### src/rtl/tgnm_div_pipe.sv
// ============================================================================
// tgnm_div_pipe
// Pipelined restoring divider, one quotient bit per stage, with a tag that
// travels alongside. Stages advance only when enable is high.
// ============================================================================
module tgnm_div_pipe #(
    parameter int NW = 32,
    parameter int DW = 16,
    parameter int TW = 8
) (
    input  logic          clk,
    input  logic          en,
    input  logic [NW-1:0] num,
    input  logic [DW-1:0] den,
    input  logic [TW-1:0] tag_in,
    output logic [NW-1:0] quo,
    output logic [TW-1:0] tag_out
);

    logic [NW-1:0] q_reg   [NW+1];
    logic [DW:0]   r_reg   [NW+1];
    logic [DW-1:0] d_reg   [NW+1];
    logic [TW-1:0] t_reg   [NW+1];

    assign q_reg[0] = num;
    assign r_reg[0] = '0;
    assign d_reg[0] = den;
    assign t_reg[0] = tag_in;

    for (genvar s = 0; s < NW; s++) begin : g_st
        logic [DW+1:0] trial;
        logic [DW:0]   rq_next;
        logic [NW-1:0] qq_next;
        logic [NW-1:0] qs_reg;
        logic [DW:0]   rs_reg;
        logic [DW-1:0] ds_reg;
        logic [TW-1:0] ts_reg;

        always_comb
        begin
            trial   = {r_reg[s], q_reg[s][NW-1]};
            if (trial >= {2'b00, d_reg[s]})
            begin
                rq_next = (DW+1)'(trial - {2'b00, d_reg[s]});
                qq_next = {q_reg[s][NW-2:0], 1'b1};
            end
            else
            begin
                rq_next = trial[DW:0];
                qq_next = {q_reg[s][NW-2:0], 1'b0};
            end
        end

        always_ff @(posedge clk)
        begin
            if (en)
            begin
                qs_reg <= qq_next;
                rs_reg <= rq_next;
                ds_reg <= d_reg[s];
                ts_reg <= t_reg[s];
            end
        end

        assign q_reg[s+1] = qs_reg;
        assign r_reg[s+1] = rs_reg;
        assign d_reg[s+1] = ds_reg;
        assign t_reg[s+1] = ts_reg;
    end

    assign quo     = q_reg[NW];
    assign tag_out = t_reg[NW];

endmodule

### config.mk
export PLATFORM = sky130hd
export DESIGN_NAME = tgnm_div_pipe
export DESIGN_NICKNAME = d
export VERILOG_FILES = /design/src/rtl/tgnm_div_pipe.sv
export SDC_FILE = /design/constraint.sdc
export NUM_CORES = 2
export LEC_CHECK = 0
export BUFFER_PORTS_ARGS = -buffer_cell sky130_fd_sc_hd__buf_2
export CORE_AREA = 4 4 474 476
export DETAILED_ROUTE_END_ITERATION = 6
export DIE_AREA = 0 0 478 480
export PLACE_DENSITY_LB_ADDON = 0.25
export RECOVER_POWER = 25
export SLEW_MARGIN = 20
export SYNTH_ARGS = -nofsm -noshare
export SYNTH_HDL_FRONTEND = slang
export SYNTH_SLANG_ARGS = --single-unit
export TNS_END_PERCENT = 10
### constraint.sdc
create_clock -name clk -period 2.95 [get_ports clk]
set_input_delay 0.4425 -clock clk [delete_from_list [all_inputs] [get_ports clk]]
set_output_delay 0.4425 -clock clk [all_outputs]
set_load 0.01 [all_outputs]
==> metrics.md <==
| Metric | Value |
|---|---|
| Initial standard-cell utilization of the core | `0.446` |
| Total number of nets in the final design | `8092` |
| Io pins | `98` |
| Number of cells in the finished layout apart from fillers | `10678` |
| Post-Synth XOR/XNOR Area | `0.0343` |
| Clk Tree Root Cell | `sky130_fd_sc_hd__clkbuf_16` |
| Number of flops mapped to enable cells by yosys | `2303` |
| Final instance area | `115000 um2` |
| Kind of critical path | `flip-flop to flip-flop` |
| Max Transition Viols Final | `22` |
| Total area of multi-input combinational cells | `27400 um2` |
| Total GRT Usage | `0.154` |
| Net Sw Frac | `0.310` |
| Post-synthesis to final-layout area growth | `16.7%` |
| Die width | `478 um` |
| Areal power density over the cells | `985 nW/um2` |
| Setup repair after global routing missed its margin | `true` |
| Share of the cycle needed by the critical path after routing | `1.02` |
| Pin count of the biggest net entering global routing | `124` |
| Fraction of synthesis flops using an asynchronous set or reset pin | `0` |
| Post-layout worst setup margin | `-0.0610 ns` |
| Overflow left after global routing | `0` |
| Critical path fanouts, max | `4` |
| Number of instances in the synthesized netlist | `6802` |
| Main combinational cell family by area after synthesis | `compound AO/OA/AOI/OAI gates` |
| Max Buffers Root-to-Sink | `3` |
| Final antenna-violating net count | `0` |
| Adder-cell share of the synthesized area | `0.0693` |
| Clock-pin transition on the worst setup and hold timing paths | `0.06 ns` |
| Leak Pwr | `43.8 nW` |
| Post-route DRC violation count | `0` |
| GR peak layer | `met2` |
| CTS Buf Count | `238` |
| Share of the synthesized area in compound gates (AO/OA/AOI/OAI) | `0.0906` |
| HP Class | `input pin to flip-flop` |
| Violated checks | `capacitance limit, slew limit, setup timing` |
| Height of the chip | `480 um` |
| Minimum clock period after layout | `3.01 ns` |
| Slowest library cell on the worst path | `sky130_fd_sc_hd__edfxtp_1` |
| Cell Count Post-Placement | `10159` |
| Met2 Use GR | `0.259` |
| Netlist cell types | `73` |
| Most instantiated flip-flop cell in the synthesis netlist | `sky130_fd_sc_hd__edfxtp_1` |
| CP Launch Type | `flip-flop` |
| Met1 capacity usage during global routing | `0.205` |
| Via/cell ratio | `5.08` |
| Clk_lat worst skew | `0.87 ns` |
| Mean Syn Cell Area | `14.5 um2` |
| CTS H-tree lvls | `4` |
| Max-cap viol count | `1` |
| Internal power | `78.2 mW` |
| # rows | `173` |
| Share of power burned in registers | `0.417` |
| Number of optimization iterations in the first detailed-route pass | `5` |
| Half-perimeter wire length after detailed placement | `123000 um` |
| Synth Cell Area | `98600 um2` |
| Worst setup skew after layout | `0.0403 ns` |
| Net count after synthesis | `7388` |
| CP Capture Type | `flip-flop` |
| Share of synthesized area occupied by flip-flops and latches | `0.702` |
| CP max stage delay | `0.38 ns` |
| Top achievable clock speed | `332 MHz` |
| Clock share of power | `0.262` |
| Worst endpoint required time | `3.56 ns` |
| Worst vdd ir | `0.666 mV` |
| Share of layout cells above drive strength 1 | `0.148` |
| Total power | `113 mW` |
| Multiplexer share of the synthesized area | `0.0190` |
| Simple-gate share of the synthesized area | `0.0570` |
| Area of the core region | `221000 um2` |
| Outcome | `finished, violations left` |
| Sum of routed wire length over all layers | `179000 um` |
| Via count of the first global-routing pass | `54418` |
| Fraction of met3 tracks used by global routing | `0.0232` |
| Number of design-rule violations left by the first detailed-router iteration | `3619` |
| Setup-failing EPs final | `10` |
| Yosys Warn Count | `0` |
| Net switching power | `35.1 mW` |
| Cell-by-cell listing of the critical path | `inv_1, ha_1, inv_2, fa_2, a21o_1, a221oi_2, o221a_2, o31a_1, o21ai_2, a2111oi_4, buf_4, mux2_2` |
| Slew margin rel. | `-0.210` |
| Number of hold violations in the final report | `0` |
| Total buffers and inverters traversed by the critical path | `3` |
| Cell Area, Placed | `106000 um2` |
| Family with the most delay on the worst path | `compound AO/OA/AOI/OAI gates` |
| Clock tree from TritonCTS | `built` |
| Number of filler instances in the final layout | `18293` |
| Final Wtd Congestion | `0.854` |
| Initial antenna violation count | `7` |
| Area occupied by registers | `69200 um2` |
| Number of input and output port buffers inserted | `97` |
| Crit path arrival time | `3.62 ns` |
| Number of sinks handled by clock tree synthesis | `2303` |
| Gate power share | `0.321` |
| Wire length of the first global-routing pass | `287000 um` |
| Average wire length per cell after detail routing | `16.8 um` |
| Synthesized flop and latch total | `2303` |
| Full die area | `229000 um2` |
| Worst slew pin tran | `1.82 ns` |
| Total number of vias | `54202` |
| Flip-flop count of the largest register, all copies and words added | `992` |
[cell usage in the layout, fill, tap and decap left out, types with 56 or more instances in the layout]
cell and instances:
sky130_fd_sc_hd__nand2b_1 75, sky130_fd_sc_hd__nand3_1 105, sky130_fd_sc_hd__xor2_1 177, sky130_fd_sc_hd__a21o_1 154, sky130_fd_sc_hd__xnor2_1 209, sky130_fd_sc_hd__o21bai_1 61
sky130_fd_sc_hd__nor2_1 332, sky130_fd_sc_hd__mux2_2 150, sky130_fd_sc_hd__clkbuf_16 240, sky130_fd_sc_hd__buf_2 79, sky130_fd_sc_hd__buf_4 314, sky130_fd_sc_hd__nor3_1 56
sky130_fd_sc_hd__o21ai_0 345, sky130_fd_sc_hd__nand2_1 408, sky130_fd_sc_hd__dlygate4sd3_1 56, sky130_fd_sc_hd__inv_1 653, sky130_fd_sc_hd__clkbuf_1 77, sky130_fd_sc_hd__ha_1 492
sky130_fd_sc_hd__a21oi_1 451, sky130_fd_sc_hd__edfxtp_1 2303
[power groups by stage]
stage                     Combinational [mW]  Clock, mW  Sequential [mW]
final                                   36.4       29.7             47.3
after floorplan                         25.4          0             46.1
after CTS                               35.4       30.8             47.3
after global routing                    40.6       32.3             47.8
after detailed placement                34.7          0             47.9
after global placement                  34.0          0             48.0
[final timing paths]
kind                  startpoint                  end  slack (ns)  depth (start not counted)
max          g_st[16].qs_reg[31]   g_st[17].rs_reg[1]       -0.06                         12
min                      num[25]   g_st[0].qs_reg[26]        0.27                          2
max reg2reg  g_st[16].qs_reg[31]   g_st[17].rs_reg[1]       -0.06                         12
min reg2reg  g_st[18].qs_reg[26]  g_st[19].qs_reg[27]        0.39                          0
[layer usage]
metal,up-vias,routed length [um]
li1,26734,-
met5,-,0
met1,26237,81400
met3,341,6160
met4,0,5320
met2,890,86400
[repair_timing]
| item | 4_1_cts | 5_1_grt |
|---|---|---|
| cloned | 0 | 5 |
| hold endpoints to repair | 56 | 0 |
| hold buffers | 56 | 0 |
| gates resized for setup | 71 | 170 |
| pin swaps | 25 | 54 |
| setup buffers | 4 | 17 |
| endpoints found under the setup margin | 228 | 452 |
[synthesized netlist by cell type, types with 6 or more instances]
cell / instances / area [um2]
sky130_fd_sc_hd__edfxtp_1: 2303 / 69200
sky130_fd_sc_hd__inv_1: 657 / 2470
sky130_fd_sc_hd__ha_1: 498 / 6230
sky130_fd_sc_hd__a21oi_1: 496 / 2480
sky130_fd_sc_hd__nand2_1: 410 / 1540
sky130_fd_sc_hd__o21ai_0: 397 / 1990
sky130_fd_sc_hd__nor2_1: 336 / 1260
sky130_fd_sc_hd__xnor2_1: 209 / 1830
sky130_fd_sc_hd__xor2_1: 177 / 1550
sky130_fd_sc_hd__a21o_1: 154 / 1160
sky130_fd_sc_hd__mux2_2: 152 / 1710
sky130_fd_sc_hd__nand3_1: 107 / 536
sky130_fd_sc_hd__nand2b_1: 75 / 469
sky130_fd_sc_hd__o21bai_1: 62 / 465
sky130_fd_sc_hd__clkbuf_1: 61 / 229
sky130_fd_sc_hd__nor3_1: 60 / 300
sky130_fd_sc_hd__a31oi_1: 52 / 325
sky130_fd_sc_hd__nand4_1: 45 / 282
sky130_fd_sc_hd__a211oi_1: 44 / 330
sky130_fd_sc_hd__nor2b_1: 43 / 269
sky130_fd_sc_hd__o21a_1: 43 / 323
sky130_fd_sc_hd__and3_1: 31 / 194
sky130_fd_sc_hd__fa_1: 30 / 601
sky130_fd_sc_hd__o211ai_1: 28 / 210
sky130_fd_sc_hd__or2_2: 24 / 150
sky130_fd_sc_hd__and2_1: 22 / 138
sky130_fd_sc_hd__or3_1: 21 / 131
sky130_fd_sc_hd__buf_2: 17 / 85.1
sky130_fd_sc_hd__o31ai_1: 17 / 128
sky130_fd_sc_hd__mux2i_1: 16 / 160
sky130_fd_sc_hd__nor4_1: 14 / 87.6
sky130_fd_sc_hd__a2111oi_0: 13 / 114
sky130_fd_sc_hd__a21boi_0: 12 / 90.1
sky130_fd_sc_hd__a221oi_1: 12 / 105
sky130_fd_sc_hd__o311ai_0: 12 / 105
sky130_fd_sc_hd__o41ai_1: 12 / 105
sky130_fd_sc_hd__o22ai_1: 11 / 68.8
sky130_fd_sc_hd__o31a_1: 11 / 96.3
sky130_fd_sc_hd__a211o_1: 10 / 87.6
sky130_fd_sc_hd__nand3b_1: 10 / 75.1
sky130_fd_sc_hd__or4_1: 9 / 67.6
sky130_fd_sc_hd__a31o_2: 7 / 61.3
sky130_fd_sc_hd__nor3b_1: 6 / 45.0
sky130_fd_sc_hd__o21ai_1: 6 / 30.0
[cell families after synthesis]
kind of cell               count (synthesis)
xor gates and xnor gates                 386
AOI/OAI and AO/OA                       1458
muxes                                    168
adders and majority gates                528
and+or+nand+nor                         1221
buffers and inverters                    738
DFF                                     2303
[metrics by stage]
stage | worst slack (ns) | utilization | TNS (ns) | hold slack, ns
after detailed placement | -0.256 | 0.478 | -13.72 | 0.405
after CTS | -0.0884 | 0.518 | -0.975 | 0.130
final | -0.0610 | 0.521 | -0.172 | 0.274
after global placement | -0.171 | 0.478 | -6.57 | 0.400
after floorplan | -0.0177 | - | -0.0487 | 0.400
after global routing | -0.168 | 0.521 | -7.94 | 0.207
[layout make-up]
| cell class | instances | area share |
|---|---|---|
| Sequential cell | 2303 | 0.601 |
| Multi-Input combinational cell | 3763 | 0.238 |
| Clock buffer | 288 | 0.0534 |
| Timing Repair Buffer | 543 | 0.0390 |
| Tap cell | 2975 | 0.0324 |
| Inverter | 657 | 0.0214 |
| Clock inverter | 147 | 0.0148 |
| Antenna cell | 2 | 0.0000435 |
(Power assumes the default switching activity.)
